==> config.mk <==
export PLATFORM = sky130hd
export DESIGN_NAME = follower_two_motor_pwm_controller_flat
export DESIGN_NICKNAME = d
export VERILOG_FILES = /design/src/sv/ftmpc_pkg.sv /design/src/sv/ftmpc_if.sv /design/src/sv/follower_two_motor_pwm_controller.sv /design/src/flat_wrapper.sv
export VERILOG_INCLUDE_DIRS = /design/src /design/src/sv
export SDC_FILE = /design/constraint.sdc
export NUM_CORES = 1
export LEC_CHECK = 0
export BUFFER_PORTS_ARGS = -buffer_cell sky130_fd_sc_hd__clkbuf_2
export CORE_ASPECT_RATIO = 0.8
export CORE_MARGIN = 2
export CORE_UTILIZATION = 50
export DETAILED_ROUTE_END_ITERATION = 8
export PLACE_DENSITY = 0.81
export SLEW_MARGIN = 20
export SYNTH_ARGS = -nofsm -noshare
export SYNTH_HDL_FRONTEND = slang
export SYNTH_SLANG_ARGS = --single-unit
==> constraint.sdc <==
create_clock -name clk -period 13.1 [get_ports clk]
set_clock_uncertainty 0.05 [all_clocks]
set_input_delay 1.31 -clock clk [delete_from_list [all_inputs] [get_ports clk]]
set_output_delay 1.31 -clock clk [all_outputs]
set_load 0.01 [all_outputs]
==> src/sv/follower_two_motor_pwm_controller_assert.svh <==
// ----------------------------------------------------------------------------
// follower assertion macros
// shared concurrent assertion forms, clocked on clk and held off by rst_n
// ----------------------------------------------------------------------------
`ifndef FOLLOWER_TWO_MOTOR_PWM_CONTROLLER_ASSERT_SVH
`define FOLLOWER_TWO_MOTOR_PWM_CONTROLLER_ASSERT_SVH

// same-cycle implication
`define FTMPC_ASSERT_NOW(lbl, ante, cons, msg) \
  lbl: assert property (@(posedge clk) disable iff (!rst_n) (ante) |-> (cons)) \
    else $error(msg);

// next-cycle implication
`define FTMPC_ASSERT_NEXT(lbl, ante, cons, msg) \
  lbl: assert property (@(posedge clk) disable iff (!rst_n) (ante) |=> (cons)) \
    else $error(msg);

`endif

==> src/sv/ftmpc_pkg.sv <==
// ----------------------------------------------------------------------------
// ftmpc_pkg
// types and constants of the two-motor follower
// ----------------------------------------------------------------------------
package ftmpc_pkg;

  typedef enum logic [1:0] {
    MODE_TICK    = 2'd0,
    MODE_SAMPLE  = 2'd1,
    MODE_COMMAND = 2'd2,
    MODE_NOP     = 2'd3
  } mode_t;

  localparam logic [3:0] CMD_FLIP    = 4'b0011;
  localparam logic [3:0] CMD_CLOSER  = 4'b0110;
  localparam logic [3:0] CMD_FARTHER = 4'b1100;
  localparam logic [3:0] CMD_PARK    = 4'b1001;

  typedef enum logic [2:0] {
    REG_FOLLOW_POWER     = 3'd0,
    REG_BEACON_THRESHOLD = 3'd1,
    REG_TURN_MARGIN      = 3'd2,
    REG_SETPOINT_STEP    = 3'd3,
    REG_SETPOINT_MIN     = 3'd4,
    REG_SETPOINT_MAX     = 3'd5
  } reg_idx_t;

  localparam logic [6:0]  PHASE_TOP      = 7'd99;
  localparam logic [14:0] SENSE_BASE     = 15'd3000;
  localparam logic [11:0] SETPOINT_RESET = 12'd1200;
  localparam logic [11:0] SETPOINT_LIMIT = 12'd4095;

  localparam logic [6:0]  FOLLOW_POWER_RST     = 7'd50;
  localparam logic [12:0] BEACON_THRESHOLD_RST = 13'd200;
  localparam logic [11:0] TURN_MARGIN_RST      = 12'd300;
  localparam logic [11:0] SETPOINT_STEP_RST    = 12'd400;
  localparam logic [11:0] SETPOINT_MIN_RST     = 12'd400;
  localparam logic [11:0] SETPOINT_MAX_RST     = 12'd2800;

  typedef struct packed {
    mode_t       mode;
    logic [12:0] beacon_mv;
    logic [12:0] left_sensor_mv;
    logic [12:0] right_sensor_mv;
    logic [3:0]  command_code;
  } in_item_t;

  typedef struct packed {
    logic        m1_pos;
    logic        m1_neg;
    logic        m2_pos;
    logic        m2_neg;
    logic [6:0]  left_power_out;
    logic [6:0]  right_power_out;
    logic        left_forward_out;
    logic        right_forward_out;
    logic        reversed_out;
    logic [11:0] follow_setpoint;
    logic [31:0] distance_travelled;
  } out_item_t;

  // floor(half * 4 / 25) by reciprocal: 1311 / 2^15 is exact for half*4 up to 508
  function automatic logic [4:0] odo_increment(input logic [6:0] half);
    logic [19:0] prod;
    prod = 20'({half, 2'b00}) * 20'd1311;
    return prod[19:15];
  endfunction

endpackage

==> src/sv/ftmpc_if.sv <==
// ----------------------------------------------------------------------------
// ftmpc channel interfaces
// valid/ready channels for the request and result streams
// ----------------------------------------------------------------------------
interface ftmpc_in_if;
  logic        valid;
  logic        ready;
  logic [1:0]  mode;
  logic [12:0] beacon_mv;
  logic [12:0] left_sensor_mv;
  logic [12:0] right_sensor_mv;
  logic [3:0]  command_code;

  modport source (output valid, mode, beacon_mv, left_sensor_mv, right_sensor_mv,
                  command_code, input ready);
  modport sink   (input valid, mode, beacon_mv, left_sensor_mv, right_sensor_mv,
                  command_code, output ready);
endinterface

interface ftmpc_out_if;
  logic        valid;
  logic        ready;
  logic        m1_pos;
  logic        m1_neg;
  logic        m2_pos;
  logic        m2_neg;
  logic [6:0]  left_power_out;
  logic [6:0]  right_power_out;
  logic        left_forward_out;
  logic        right_forward_out;
  logic        reversed_out;
  logic [11:0] follow_setpoint;
  logic [31:0] distance_travelled;

  modport source (output valid, m1_pos, m1_neg, m2_pos, m2_neg, left_power_out,
                  right_power_out, left_forward_out, right_forward_out, reversed_out,
                  follow_setpoint, distance_travelled, input ready);
  modport sink   (input valid, m1_pos, m1_neg, m2_pos, m2_neg, left_power_out,
                  right_power_out, left_forward_out, right_forward_out, reversed_out,
                  follow_setpoint, distance_travelled, output ready);
endinterface

==> src/sv/follower_two_motor_pwm_controller.sv <==
// ----------------------------------------------------------------------------
// follower_two_motor_pwm_controller
// two-motor follower: pwm bridge drive, odometry, beacon following, commands
// ----------------------------------------------------------------------------
//
//  channel   | direction | handshake            | carries
//  ----------+-----------+----------------------+------------------------------
//  in_chan   | in        | valid/ready          | tick, sample or command request
//  out_chan  | out       | valid/ready          | pins, motor state, setpoint, odometer
//  cfg_*     | in        | apb, pready tied high| six follower registers
//
//  two register stages: input register, then state update into the result
//  register, from which out_chan presents the result of each accepted request
//  one request per cycle while out_chan.ready is high; the state update is combinational
//  synchronous active-low reset returns state, config and valid flags to defaults
//  a stalled result holds the result register; the input register fills, and
//  in_chan.ready drops when both stages are occupied and out_chan.ready is low
//
module follower_two_motor_pwm_controller
  import ftmpc_pkg::*;
#(
  parameter int PWM_STEP       = 5,
  parameter int ODOMETER_WIDTH = 32
) (
  input  logic         clk,
  input  logic         rst_n,
  ftmpc_in_if.sink     in_chan,
  ftmpc_out_if.source  out_chan,
  input  logic         cfg_psel,
  input  logic         cfg_penable,
  input  logic         cfg_pwrite,
  input  logic [4:0]   cfg_paddr,
  input  logic [31:0]  cfg_pwdata,
  output logic [31:0]  cfg_prdata,
  output logic         cfg_pready
);

  `include "follower_two_motor_pwm_controller_assert.svh"

  localparam logic [7:0] STEP8 = 8'(PWM_STEP);

  // ---------------- configuration registers ----------------
  logic [6:0]  follow_power_r;
  logic [12:0] beacon_threshold_r;
  logic [11:0] turn_margin_r;
  logic [11:0] setpoint_step_r;
  logic [11:0] setpoint_min_r;
  logic [11:0] setpoint_max_r;

  logic     cfg_wr;
  reg_idx_t cfg_idx;

  assign cfg_pready = 1'b1;
  assign cfg_wr     = cfg_psel && cfg_penable && cfg_pwrite && cfg_pready;
  assign cfg_idx    = reg_idx_t'(cfg_paddr[4:2]);

  always_ff @(posedge clk) begin
    if (!rst_n) begin
      follow_power_r     <= FOLLOW_POWER_RST;
      beacon_threshold_r <= BEACON_THRESHOLD_RST;
      turn_margin_r      <= TURN_MARGIN_RST;
      setpoint_step_r    <= SETPOINT_STEP_RST;
      setpoint_min_r     <= SETPOINT_MIN_RST;
      setpoint_max_r     <= SETPOINT_MAX_RST;
    end else if (cfg_wr) begin
      unique case (cfg_idx)
        REG_FOLLOW_POWER:     follow_power_r     <= cfg_pwdata[6:0];
        REG_BEACON_THRESHOLD: beacon_threshold_r <= cfg_pwdata[12:0];
        REG_TURN_MARGIN:      turn_margin_r      <= cfg_pwdata[11:0];
        REG_SETPOINT_STEP:    setpoint_step_r    <= cfg_pwdata[11:0];
        REG_SETPOINT_MIN:     setpoint_min_r     <= cfg_pwdata[11:0];
        REG_SETPOINT_MAX:     setpoint_max_r     <= cfg_pwdata[11:0];
        default: ;  // addresses past the register list are dropped
      endcase
    end
  end

  always_comb begin
    unique case (cfg_idx)
      REG_FOLLOW_POWER:     cfg_prdata = 32'(follow_power_r);
      REG_BEACON_THRESHOLD: cfg_prdata = 32'(beacon_threshold_r);
      REG_TURN_MARGIN:      cfg_prdata = 32'(turn_margin_r);
      REG_SETPOINT_STEP:    cfg_prdata = 32'(setpoint_step_r);
      REG_SETPOINT_MIN:     cfg_prdata = 32'(setpoint_min_r);
      REG_SETPOINT_MAX:     cfg_prdata = 32'(setpoint_max_r);
      default:              cfg_prdata = 32'd0;
    endcase
  end

  // ---------------- pipeline control ----------------
  logic     s1_valid_r;
  in_item_t s1_item_r;
  logic     out_valid_r;
  out_item_t out_item_r;
  logic     adv;       // input register moves into the result register
  logic     in_take;

  assign adv             = s1_valid_r && (!out_valid_r || out_chan.ready);
  assign in_chan.ready   = !s1_valid_r || adv;
  assign in_take         = in_chan.valid && in_chan.ready;

  always_ff @(posedge clk) begin
    if (!rst_n) begin
      s1_valid_r  <= 1'b0;
      out_valid_r <= 1'b0;
    end else begin
      if (in_chan.ready) s1_valid_r <= in_chan.valid;
      if (adv) out_valid_r <= 1'b1;
      else if (out_chan.ready) out_valid_r <= 1'b0;
    end
  end

  // input register, payload only
  always_ff @(posedge clk) begin
    if (in_take) begin
      s1_item_r.mode            <= mode_t'(in_chan.mode);
      s1_item_r.beacon_mv       <= in_chan.beacon_mv;
      s1_item_r.left_sensor_mv  <= in_chan.left_sensor_mv;
      s1_item_r.right_sensor_mv <= in_chan.right_sensor_mv;
      s1_item_r.command_code    <= in_chan.command_code;
    end
  end

  // ---------------- follower state ----------------
  logic [6:0]                phase_r, phase_nxt;
  logic [6:0]                lpow_r, lpow_nxt;
  logic [6:0]                rpow_r, rpow_nxt;
  logic                      lfwd_r, lfwd_nxt;
  logic                      rfwd_r, rfwd_nxt;
  logic                      rev_r, rev_nxt;
  logic [11:0]               sp_r, sp_nxt;
  logic [ODOMETER_WIDTH-1:0] odo_r, odo_nxt;
  logic [3:0]                pins_r, pins_nxt;  // m1_pos, m1_neg, m2_pos, m2_neg

  // tick datapath
  logic [7:0] phase_sum;
  logic [6:0] phase_wrap;
  logic [6:0] phase_tick;
  logic [7:0] pow_sum;
  logic       on_l, on_r;

  // sample datapath: distances are signed, 15 bits cover 3000 - 8191 .. 3000
  logic signed [14:0] dist_l, dist_r, near_l, near_r, margin_s;
  logic signed [17:0] far_lhs, far_rhs, near_lhs, near_rhs;
  logic               beacon_seen;

  // command datapath
  logic [12:0] sp_up;

  always_comb begin
    // phase step; the add keeps seven bits, anything above 99 wraps to zero
    phase_sum  = {1'b0, phase_r} + STEP8;
    phase_wrap = phase_sum[6:0];
    phase_tick = (phase_wrap > PHASE_TOP) ? 7'd0 : phase_wrap;
    pow_sum    = {1'b0, lpow_r} + {1'b0, rpow_r};
    on_l       = lpow_r > phase_tick;
    on_r       = rpow_r > phase_tick;

    // sensor distances, sides swapped when the car runs reversed
    dist_l   = $signed(SENSE_BASE) - $signed({2'b00, s1_item_r.left_sensor_mv});
    dist_r   = $signed(SENSE_BASE) - $signed({2'b00, s1_item_r.right_sensor_mv});
    near_l   = rev_r ? dist_r : dist_l;
    near_r   = rev_r ? dist_l : dist_r;
    margin_s = $signed({3'b000, turn_margin_r});
    // ratio tests: far when 5*l > 6*sp, near when 6*l < 5*sp
    far_lhs  = 18'(near_l) * 18'sd5;
    far_rhs  = $signed({6'd0, sp_r}) * 18'sd6;
    near_lhs = 18'(near_l) * 18'sd6;
    near_rhs = $signed({6'd0, sp_r}) * 18'sd5;
    beacon_seen = s1_item_r.beacon_mv > beacon_threshold_r;

    sp_up = {1'b0, sp_r} + {1'b0, setpoint_step_r};

    phase_nxt = phase_r;
    lpow_nxt  = lpow_r;
    rpow_nxt  = rpow_r;
    lfwd_nxt  = lfwd_r;
    rfwd_nxt  = rfwd_r;
    rev_nxt   = rev_r;
    sp_nxt    = sp_r;
    odo_nxt   = odo_r;
    pins_nxt  = pins_r;

    unique case (s1_item_r.mode)
      MODE_TICK: begin
        phase_nxt = phase_tick;
        if (phase_wrap > PHASE_TOP) begin
          odo_nxt = odo_r + ODOMETER_WIDTH'(odo_increment(pow_sum[7:1]));
        end
        // bridge mapping depends on orientation
        if (rev_r) begin
          pins_nxt = {on_l & lfwd_r, on_l & ~lfwd_r, on_r & rfwd_r, on_r & ~rfwd_r};
        end else begin
          pins_nxt = {on_r & ~rfwd_r, on_r & rfwd_r, on_l & ~lfwd_r, on_l & lfwd_r};
        end
      end
      MODE_SAMPLE: begin
        if (!beacon_seen) begin
          lpow_nxt = 7'd0;
          rpow_nxt = 7'd0;
        end else if (near_l > near_r + margin_s) begin
          rpow_nxt = 7'd0;
          lpow_nxt = follow_power_r;
        end else if (near_r > near_l + margin_s) begin
          lpow_nxt = 7'd0;
          rpow_nxt = follow_power_r;
        end else if (far_lhs > far_rhs) begin
          lfwd_nxt = 1'b1;
          rfwd_nxt = 1'b1;
          lpow_nxt = follow_power_r;
          rpow_nxt = follow_power_r;
        end else if (near_lhs < near_rhs) begin
          lfwd_nxt = 1'b0;
          rfwd_nxt = 1'b0;
          lpow_nxt = follow_power_r;
          rpow_nxt = follow_power_r;
        end else begin
          lpow_nxt = 7'd0;
          rpow_nxt = 7'd0;
        end
      end
      MODE_COMMAND: begin
        case (s1_item_r.command_code)
          CMD_FLIP: begin
            lfwd_nxt = 1'b1;
            rfwd_nxt = 1'b0;
            rev_nxt  = ~rev_r;
            lpow_nxt = 7'd0;
            rpow_nxt = 7'd0;
          end
          CMD_CLOSER: begin
            if (sp_r > setpoint_min_r) begin
              sp_nxt = (sp_r > setpoint_step_r) ? sp_r - setpoint_step_r : 12'd0;
            end
          end
          CMD_FARTHER: begin
            if (sp_r < setpoint_max_r) begin
              sp_nxt = (sp_up > {1'b0, SETPOINT_LIMIT}) ? SETPOINT_LIMIT : sp_up[11:0];
            end
          end
          CMD_PARK: begin
            lfwd_nxt = 1'b0;
            rfwd_nxt = 1'b0;
            lpow_nxt = 7'd0;
            rpow_nxt = 7'd0;
          end
          default: ;  // unknown codes leave the state alone
        endcase
      end
      default: ;  // no-op request still produces a result
    endcase
  end

  always_ff @(posedge clk) begin
    if (!rst_n) begin
      phase_r <= 7'd0;
      lpow_r  <= 7'd0;
      rpow_r  <= 7'd0;
      lfwd_r  <= 1'b0;
      rfwd_r  <= 1'b0;
      rev_r   <= 1'b0;
      sp_r    <= SETPOINT_RESET;
      odo_r   <= '0;
      pins_r  <= 4'd0;
    end else if (adv) begin
      phase_r <= phase_nxt;
      lpow_r  <= lpow_nxt;
      rpow_r  <= rpow_nxt;
      lfwd_r  <= lfwd_nxt;
      rfwd_r  <= rfwd_nxt;
      rev_r   <= rev_nxt;
      sp_r    <= sp_nxt;
      odo_r   <= odo_nxt;
      pins_r  <= pins_nxt;
    end
  end

  // ---------------- result register ----------------
  logic [63:0] odo_ext;
  assign odo_ext = 64'(odo_nxt);

  always_ff @(posedge clk) begin
    if (adv) begin
      out_item_r.m1_pos             <= pins_nxt[3];
      out_item_r.m1_neg             <= pins_nxt[2];
      out_item_r.m2_pos             <= pins_nxt[1];
      out_item_r.m2_neg             <= pins_nxt[0];
      out_item_r.left_power_out     <= lpow_nxt;
      out_item_r.right_power_out    <= rpow_nxt;
      out_item_r.left_forward_out   <= lfwd_nxt;
      out_item_r.right_forward_out  <= rfwd_nxt;
      out_item_r.reversed_out       <= rev_nxt;
      out_item_r.follow_setpoint    <= sp_nxt;
      out_item_r.distance_travelled <= odo_ext[31:0];
    end
  end

  assign out_chan.valid              = out_valid_r;
  assign out_chan.m1_pos             = out_item_r.m1_pos;
  assign out_chan.m1_neg             = out_item_r.m1_neg;
  assign out_chan.m2_pos             = out_item_r.m2_pos;
  assign out_chan.m2_neg             = out_item_r.m2_neg;
  assign out_chan.left_power_out     = out_item_r.left_power_out;
  assign out_chan.right_power_out    = out_item_r.right_power_out;
  assign out_chan.left_forward_out   = out_item_r.left_forward_out;
  assign out_chan.right_forward_out  = out_item_r.right_forward_out;
  assign out_chan.reversed_out       = out_item_r.reversed_out;
  assign out_chan.follow_setpoint    = out_item_r.follow_setpoint;
  assign out_chan.distance_travelled = out_item_r.distance_travelled;

  // ---------------- assertions ----------------
  // phase stays inside one pwm period
  `FTMPC_ASSERT_NOW(a_phase_range, 1'b1, phase_r <= PHASE_TOP, "pwm phase out of range")
  // every request leaving the input register lands in the result register
  `FTMPC_ASSERT_NEXT(a_adv_fills_out, adv, out_valid_r, "result register not loaded")
  // a tick never alters motor powers or directions
  `FTMPC_ASSERT_NEXT(a_tick_keeps_motor, adv && (s1_item_r.mode == MODE_TICK),
    $stable(lpow_r) && $stable(rpow_r) && $stable(lfwd_r) && $stable(rfwd_r),
    "tick changed motor state")
  // the input register never drops a request while stalled
  `FTMPC_ASSERT_NEXT(a_s1_holds, s1_valid_r && !adv, s1_valid_r, "stalled request lost")

endmodule
==> src/flat_wrapper.sv <==
// flat-port wrapper written by rule: the top's interface ports become plain ports
module follower_two_motor_pwm_controller_flat import ftmpc_pkg::*;
#(
  parameter int PWM_STEP       = 5,
  parameter int ODOMETER_WIDTH = 32
)
  (clk, rst_n, cfg_psel, cfg_penable, cfg_pwrite, cfg_paddr, cfg_pwdata, cfg_prdata, cfg_pready, in_chan_valid, in_chan_mode, in_chan_beacon_mv, in_chan_left_sensor_mv, in_chan_right_sensor_mv, in_chan_command_code, in_chan_ready, out_chan_valid, out_chan_m1_pos, out_chan_m1_neg, out_chan_m2_pos, out_chan_m2_neg, out_chan_left_power_out, out_chan_right_power_out, out_chan_left_forward_out, out_chan_right_forward_out, out_chan_reversed_out, out_chan_follow_setpoint, out_chan_distance_travelled, out_chan_ready);
  ftmpc_in_if in_chan_i ();
  ftmpc_out_if out_chan_i ();
  input  logic clk;
  input  logic rst_n;
  input  logic cfg_psel;
  input  logic cfg_penable;
  input  logic cfg_pwrite;
  input  logic [4:0] cfg_paddr;
  input  logic [31:0] cfg_pwdata;
  output logic [31:0] cfg_prdata;
  output logic cfg_pready;
  input wire logic [$bits(in_chan_i.valid)-1:0] in_chan_valid;
  input wire logic [$bits(in_chan_i.mode)-1:0] in_chan_mode;
  input wire logic [$bits(in_chan_i.beacon_mv)-1:0] in_chan_beacon_mv;
  input wire logic [$bits(in_chan_i.left_sensor_mv)-1:0] in_chan_left_sensor_mv;
  input wire logic [$bits(in_chan_i.right_sensor_mv)-1:0] in_chan_right_sensor_mv;
  input wire logic [$bits(in_chan_i.command_code)-1:0] in_chan_command_code;
  output wire logic [$bits(in_chan_i.ready)-1:0] in_chan_ready;
  output wire logic [$bits(out_chan_i.valid)-1:0] out_chan_valid;
  output wire logic [$bits(out_chan_i.m1_pos)-1:0] out_chan_m1_pos;
  output wire logic [$bits(out_chan_i.m1_neg)-1:0] out_chan_m1_neg;
  output wire logic [$bits(out_chan_i.m2_pos)-1:0] out_chan_m2_pos;
  output wire logic [$bits(out_chan_i.m2_neg)-1:0] out_chan_m2_neg;
  output wire logic [$bits(out_chan_i.left_power_out)-1:0] out_chan_left_power_out;
  output wire logic [$bits(out_chan_i.right_power_out)-1:0] out_chan_right_power_out;
  output wire logic [$bits(out_chan_i.left_forward_out)-1:0] out_chan_left_forward_out;
  output wire logic [$bits(out_chan_i.right_forward_out)-1:0] out_chan_right_forward_out;
  output wire logic [$bits(out_chan_i.reversed_out)-1:0] out_chan_reversed_out;
  output wire logic [$bits(out_chan_i.follow_setpoint)-1:0] out_chan_follow_setpoint;
  output wire logic [$bits(out_chan_i.distance_travelled)-1:0] out_chan_distance_travelled;
  input wire logic [$bits(out_chan_i.ready)-1:0] out_chan_ready;
  assign in_chan_i.valid = in_chan_valid;
  assign in_chan_i.mode = in_chan_mode;
  assign in_chan_i.beacon_mv = in_chan_beacon_mv;
  assign in_chan_i.left_sensor_mv = in_chan_left_sensor_mv;
  assign in_chan_i.right_sensor_mv = in_chan_right_sensor_mv;
  assign in_chan_i.command_code = in_chan_command_code;
  assign in_chan_ready = in_chan_i.ready;
  assign out_chan_valid = out_chan_i.valid;
  assign out_chan_m1_pos = out_chan_i.m1_pos;
  assign out_chan_m1_neg = out_chan_i.m1_neg;
  assign out_chan_m2_pos = out_chan_i.m2_pos;
  assign out_chan_m2_neg = out_chan_i.m2_neg;
  assign out_chan_left_power_out = out_chan_i.left_power_out;
  assign out_chan_right_power_out = out_chan_i.right_power_out;
  assign out_chan_left_forward_out = out_chan_i.left_forward_out;
  assign out_chan_right_forward_out = out_chan_i.right_forward_out;
  assign out_chan_reversed_out = out_chan_i.reversed_out;
  assign out_chan_follow_setpoint = out_chan_i.follow_setpoint;
  assign out_chan_distance_travelled = out_chan_i.distance_travelled;
  assign out_chan_i.ready = out_chan_ready;
  follower_two_motor_pwm_controller #(.PWM_STEP(PWM_STEP), .ODOMETER_WIDTH(ODOMETER_WIDTH)) u_core (.clk(clk), .rst_n(rst_n), .in_chan(in_chan_i), .out_chan(out_chan_i), .cfg_psel(cfg_psel), .cfg_penable(cfg_penable), .cfg_pwrite(cfg_pwrite), .cfg_paddr(cfg_paddr), .cfg_pwdata(cfg_pwdata), .cfg_prdata(cfg_prdata), .cfg_pready(cfg_pready));
endmodule
==> results.py, run 1 <==
metrics = {
    "clock_tree": {
        "cts.sinks": 252,
        "cts_tree": "yes",
        "cts.clk_slew.worst_paths_ns": 0.06,
        "numCtsBuffers": 28,
        "cts_hold_buf": 0,
        "clk_path_buf_depth": 3,
        "h-tree-depth": 1,
        "cts_root_buf": "clkbuf_16",
        "clock_latency_ns": 0.57,
        "post_cts_resized": 0,
        "post_cts_buffers": 0,
    },
    "critical_path": {
        "reg2reg_slack_ns": 5.03,
        "crit_buf_inv": 4,
        "path_class": "flop to flop",
        "cp-start-kind": "flop",
        "cp-startpoint": "u_core.lpow_r[0]$_SDFFE_PN0P_",
        "reg2regPathDepth": 32,
        "arrival_ns": 8.48,
        "cp_top_family": "adder cells",
        "reg2reg_from": "u_core.lpow_r[0]$_SDFFE_PN0P_",
        "r2r_end": "u_core.odo_r[31]$_SDFFE_PN0P_",
        "cp_max_fo": 6,
        "slowest_stage": "fa_1",
        "max_stage_delay_ns": 0.55,
        "crit_required_ns": 13.51,
        "endpoint_kind": "flop",
    },
    "floorplan": {
        "core_um2": 39690,
        "rows": 65,
        "die-area_um2": 42080,
        "start_util_pct": 50.95,
        "die_h_um": 183.9,
        "ios": 189,
        "floorplan.die.width_um": 228.8,
    },
    "timing": {
        "maxSlewHeadroom_pct": 24.96,
        "tightest_slew_ns": 1.094,
        "holdWs_ns": 0.4174,
        "clock.fmax_ghz": 0.1239,
        "drv_slew": 0,
        "period_needed_ns": 8.071,
        "rsz0062_at_grt": "false",
        "finalSetupViolCount": 0,
        "fin_setup_tns_ns": 0,
        "period_share_pct": 61.61,
        "hold_viol_final": 0,
    },
    "yosys": {
        "ys_seq_area_share_pct": 30.39,
        "synthCells": 2232,
        "ys_top_cells_by_area": "ha_1 (19%), edfxtp_1 (16%), dfxtp_1 (14%)",
        "synth_cell_types": 89,
        "synth-seq-cells": 252,
        "synth_top_area_share_pct": 18.87,
        "synth_edf_count": 110,
        "syn_avg_cell_area_um2": 9.060,
        "syn-cell-area_um2": 20220,
        "yosys_warnings": 0,
        "async_reset_ff_share_pct": 0,
        "synth_top_area_cell": "ha_1",
        "ys.flop_type": "dfxtp_1",
    },
    "pwr": {
        "peakVddDrop_mv": 0.1117,
        "p_leak_uw": 0.01010,
        "power_uw": 2310,
        "powerDensity_nw_per_um2": 103.5,
    },
    "run": {
        "drv_cap": 0,
    },
    "global_route": {
        "grt_pass1_wl_mm": 87.95,
        "grt_overflow": 0,
        "antenna_found_initial": 1,
        "grt_pass1_vias": 16655,
        "grt.total_usage_pct": 25.90,
        "grt_max_degree": 85,
    },
    "cells_and_area": {
        "drive_gt1_share_pct": 10.57,
        "finalInstanceArea_um2": 22330,
        "fin_nets": 2769,
        "fin_util_pct": 56.25,
        "syn_to_final_growth_pct": 10.40,
        "mostFrequentLayoutCells": "ha_1 (305), nand2_1 (240), inv_1 (172)",
        "layout_commonest_cell": "ha_1",
    },
    "hold_path": {
        "holdCritPathClass": "flop to flop",
        "hold_depth": 2,
        "hp-start": "u_core.setpoint_min_r[11]$_SDFFE_PN0P_",
        "hold-path-endpoint": "u_core.setpoint_min_r[11]$_SDFFE_PN0P_",
    },
    "placed_design": {
        "globalplace.congestion": 0.9600,
        "placed_cell_area_um2": 21390,
        "port_buffers": 147,
        "dp.final_hpwl_mm": 42.47,
    },
    "status": {
        "status": "complete, no violations",
    },
    "detailed_routing": {
        "drtIter0Drc": 1439,
        "vias": 17157,
        "antenna_left": 0,
        "route.detailed.drc": 0,
        "wire_per_inst_um": 18.97,
        "vias_per_cell": 5.892,
        "wl_mm": 55.24,
        "first_pass_iters": 6,
    },
}
[Yosys cell counts (21+ instances only)]
master    count
nand2_1     240
o21ai_0     102
nand4_1      24
a21o_1       40
o21bai_1     26
clkbuf_1     52
xnor2_1     115
ha_1        305
and2_1       41
a22o_1       29
nor2_1      103
nor3_1       37
a21boi_0     51
nand3_1      58
fa_1         22
and3_1       21
o211ai_1     24
nor2b_1      31
mux2i_1      37
inv_1       173
dfxtp_1     142
edfxtp_1    110
a21oi_1     110
xor2_1       50
o21a_1       23
[state kept, by name, summed over array words and instances (netlist names), 4 cells and up]
name	count
u_core.beacon_threshold_r	13
u_core.follow_power_r	7
u_core.lpow_r	7
u_core.odo_r	32
u_core.out_chan.distance_travelled	32
u_core.out_chan.follow_setpoint	12
u_core.out_chan.left_power_out	7
u_core.out_chan.right_power_out	7
u_core.phase_r	7
u_core.pins_r	4
u_core.rpow_r	7
u_core.s1_item_r	45
u_core.setpoint_max_r	12
u_core.setpoint_min_r	12
u_core.setpoint_step_r	12
u_core.sp_r	12
u_core.turn_margin_r	12
[through the flow]
| stage | instances | worst slack (ns) |
|---|---|---|
| floorplan | 2250 | 6.141 |
| global placement | 2859 | 5.268 |
| detailed placement | 2859 | 5.060 |
| CTS | 2911 | 5.054 |
| global route | 2912 | 4.397 |
| finish | 2912 | 5.029 |
[worst reg2reg max path, delay by kind of cell, from the launching register on]
family                   cells  cell delay [ns]
buffers and inverters        4             0.34
AND/OR/NAND/NOR              9             1.91
adder cells (fa/ha/maj)      7             2.88
AO/OA/AOI/OAI                9             1.88
XOR/XNOR                     3             0.61
flip-flops                   1             0.32
[layer usage]
layer	wire length (µm)	track usage (%)	vias to the layer above
met5	0	0	-
met4	1914	8.779	0
met2	24340	41.14	580
met1	25210	36.48	8236
met3	3770	3.319	100
li1	-	-	8241
[how the worst max path moves through the flow]
stage	depth (start not counted)	slack [ns]	end
after floorplan	33	6.14	u_core.odo_r[31]$_SDFFE_PN0P_
after global placement	32	5.27	u_core.odo_r[31]$_SDFFE_PN0P_
after detailed placement	32	5.06	u_core.odo_r[31]$_SDFFE_PN0P_
after CTS	32	5.05	u_core.odo_r[31]$_SDFFE_PN0P_
after global routing	31	4.40	u_core.odo_r[31]$_SDFFE_PN0P_
final	32	5.03	u_core.odo_r[31]$_SDFFE_PN0P_
[cell type report]
class / instances / area (µm²)
Inverter: 174 / 655.6
Tap cell: 536 / 670.6
Clock inverter: 18 / 188.9
Antenna cell: 1 / 2.502
Fill cell: 3482 / 17360
Multi-Input combinational cell: 1740 / 13100
Sequential cell: 252 / 6146
Clock buffer: 34 / 744.5
Timing Repair Buffer: 157 / 813.3
[report_power, final]
part	internal [µW]	leakage [µW]	switching, µW	total [µW]
combinational	258	0.00746	376	634
clock	467	0.000452	342	809
sequential	845	0.00219	21.8	867
[logic make-up after synthesis]
logic type                 Yosys count  share of synthesized area (%)
and+or+nand+nor                    636                          15.24
AOI/OAI and AO/OA                  545                          18.51
adders and majority gates          327                          21.05
buffers and inverters              258                          5.185
DFF                                252                          30.39
xor gates and xnor gates           165                          7.146
muxes                               47                          2.444
other                                2                        0.03714
Note: power is estimated with default switching activity, not from simulation.
==> run 2, diff against run 1 <==
ABC_AREA = 1   (was not set)
clock period = 7.7 ns   (was 13.1 ns; I/O delays follow)
==> results.py, run 2 <==
metrics = {
    "floorplan": {
        "die_h_um": 185.9,
        "rows": 66,
        "die-area_um2": 43010,
        "floorplan.die.width_um": 231.4,
        "core_um2": 40710,
        "ios": 189,
        "start_util_pct": 50.79,
    },
    "timing": {
        "fin_setup_tns_ns": 0,
        "drv_slew": 0,
        "fin_ws_ns": 0.6088,
        "tightest_slew_ns": 1.041,
        "rsz0062_at_grt": "false",
        "maxSlewHeadroom_pct": 30.61,
        "period_share_pct": 92.09,
        "finalSetupViolCount": 0,
        "hold_viol_final": 0,
        "period_needed_ns": 7.091,
        "clock.fmax_ghz": 0.1410,
    },
    "yosys": {
        "synth-seq-cells": 252,
        "yosys_warnings": 0,
        "synthTopCellsByCount": "nand2_1 (518), inv_1 (401), ha_1 (305)",
        "syn-cell-area_um2": 20680,
        "ys.flop_type": "dfxtp_1",
        "ys_top_cells_by_area": "ha_1 (18%), edfxtp_1 (16%), dfxtp_1 (14%)",
        "synthCells": 2691,
        "synth_cell_types": 57,
        "post-synth-top-count-cell": "nand2_1",
        "async_reset_ff_share_pct": 0,
        "synth_edf_count": 110,
        "synth_top_area_share_pct": 18.46,
        "ys_seq_area_share_pct": 29.72,
        "synth_top_area_cell": "ha_1",
        "syn_avg_cell_area_um2": 7.683,
    },
    "critical_path": {
        "r2r_end": "u_core.odo_r[27]$_SDFFE_PN0P_",
        "crit_required_ns": 8.11,
        "reg2reg_slack_ns": 0.61,
        "arrival_ns": 7.50,
        "slowest_stage": "fa_1",
        "path_class": "flop to flop",
        "endpoint_kind": "flop",
        "cp-start-kind": "flop",
        "cp_max_fo": 3,
        "reg2reg_from": "u_core.rpow_r[0]$_SDFFE_PN0P_",
        "reg2regPathDepth": 37,
        "max_stage_delay_ns": 0.56,
    },
    "detailed_routing": {
        "wl_mm": 56.61,
        "vias": 18792,
        "vias_per_cell": 5.534,
        "first_pass_iters": 6,
        "route.detailed.drc": 0,
        "drtIter0Drc": 1816,
        "antenna_left": 0,
        "wire_per_inst_um": 16.67,
    },
    "pwr": {
        "peakVddDrop_mv": 0.1788,
        "combPwrFrac_pct": 38.8,
        "netSwitchingFraction_pct": 37.50,
        "clkPwrFrac_pct": 29.2,
        "power.internal_uw": 2986,
        "netSwitchingPower_uw": 1792,
        "powerDensity_nw_per_um2": 208.3,
        "p_leak_uw": 0.01142,
        "power_frac_seq_pct": 32.0,
        "power_uw": 4778,
    },
    "clock_tree": {
        "cts_tree": "yes",
        "cts_hold_buf": 0,
        "cts_root_buf": "clkbuf_16",
        "clk_path_buf_depth": 3,
        "cts.sinks": 252,
        "h-tree-depth": 1,
        "numCtsBuffers": 28,
        "clock_latency_ns": 0.57,
        "cts.clk_slew.worst_paths_ns": 0.07,
    },
    "hold_path": {
        "hold_depth": 1,
        "hold-path-endpoint": "u_core.s1_item_r[16]$_DFFE_PP_",
        "holdCritPathClass": "input pin to flop",
        "hp-start": "in_chan_right_sensor_mv[12]",
    },
    "status": {
        "status": "complete, no violations",
    },
    "cells_and_area": {
        "drive_gt1_share_pct": 9.544,
        "stdcell_count": 3396,
        "mostFrequentLayoutCells": "nand2_1 (517), inv_1 (400), ha_1 (305)",
        "top_register": "u_core.s1_item_r",
        "fillers": 3567,
        "largest_register_ffs": 45,
        "finalInstanceArea_um2": 22940,
        "reg_top3": "u_core.s1_item_r x45, u_core.odo_r x32, u_core.out_chan.distance_travelled x32",
        "syn_to_final_growth_pct": 10.96,
        "fin_nets": 3244,
        "layout_commonest_cell": "nand2_1",
    },
    "run": {
        "drv_cap": 0,
    },
    "placed_design": {
        "post-place-ws_ns": 0.4108,
        "port_buffers": 147,
        "dp.cells": 3342,
        "dp.final_hpwl_mm": 44.10,
        "globalplace.congestion": 0.9512,
        "placed_cell_area_um2": 21920,
    },
    "global_route": {
        "grt_max_degree": 91,
        "grt.total_usage_pct": 25.59,
        "grt_pass1_wl_mm": 88.98,
        "grt_pass1_vias": 17461,
        "grt_overflow": 0,
        "antenna_found_initial": 1,
    },
}
[run 2: logic make-up after synthesis]
group / after synthesis / synth area share, %
XOR/XNOR: 149 / 6.384
flip-flops: 252 / 29.72
AO/OA/AOI/OAI: 585 / 15.68
other: 2 / 0.03632
adder cells (fa/ha/maj): 327 / 20.59
AND/OR/NAND/NOR: 885 / 18.13
buffers and inverters: 491 / 9.458
[run 2: cell type report]
| class | instances | area [µm²] | share of cell area, % |
|---|---|---|---|
| flip-flops and latches | 252 | 6146 | 26.79 |
| well taps | 544 | 680.7 | 2.967 |
| multi-input cells | 1966 | 12680 | 55.25 |
| diodes | 2 | 5.005 | 0.02182 |
| inverters | 410 | 1541 | 6.719 |
| clock buffers | 41 | 904.6 | 3.943 |
| clock inverters | 11 | 76.32 | 0.3327 |
| repair buffers | 170 | 912.1 | 3.976 |
[run 2: worst max path at each step]
stage / slack (ns) / from / end / cells past startpoint
after floorplan: 1.05 / u_core.rpow_r[2]$_SDFFE_PN0P_ / u_core.odo_r[27]$_SDFFE_PN0P_ / 35
after global placement: 0.49 / u_core.rpow_r[0]$_SDFFE_PN0P_ / u_core.odo_r[23]$_SDFFE_PN0P_ / 35
after detailed placement: 0.41 / u_core.lpow_r[0]$_SDFFE_PN0P_ / u_core.odo_r[23]$_SDFFE_PN0P_ / 35
after CTS: 0.37 / u_core.rpow_r[0]$_SDFFE_PN0P_ / u_core.odo_r[23]$_SDFFE_PN0P_ / 35
after global routing: 0.04 / u_core.rpow_r[0]$_SDFFE_PN0P_ / u_core.odo_r[27]$_SDFFE_PN0P_ / 37
final: 0.61 / u_core.rpow_r[0]$_SDFFE_PN0P_ / u_core.odo_r[27]$_SDFFE_PN0P_ / 37
[run 2: layer usage]
layer	track usage, %	routed length, µm	share of wire [%]
met3	2.956	4391	7.8
met5	0	0	0
met2	40.16	24390	43
met1	36.66	26030	46
met4	8.181	1793	3.2
[run 2: timing repair]
action                                  CTS  global route
setup buffers                             0             0
endpoints found under the setup margin    0            18
resized for setup                         0             6
[run 2: per-stage QoR]
| stage | hold WS [ns] | utilization, % |
|---|---|---|
| 6_report | 0.3264 | 56.35 |
| 5_1_grt | 0.3144 | 56.35 |
| 4_1_cts | 0.3075 | 56.25 |
| 3_5_place_dp | 0.4069 | 53.84 |
| 3_3_place_gp | 0.4021 | 53.84 |
| 2_1_floorplan | 0.3886 | - |
[run 2: power groups by stage]
stage	Combinational [µW]	Sequential, µW	Clock (µW)
floorplan	1350	1550	0
global placement	1720	1550	0
detailed placement	1810	1550	0
CTS	1830	1530	1410
global route	2120	1530	1460
finish	1850	1530	1400
[run 2: worst max-delay path, delay by kind of cell, from the launching register on]
kind / cells / cell delay (ns)
compound gates: 8 / 1.18
xor+xnor: 3 / 0.56
fa+ha+maj: 7 / 2.92
buf+inv: 4 / 0.27
flops: 1 / 0.32
simple gates: 15 / 1.67
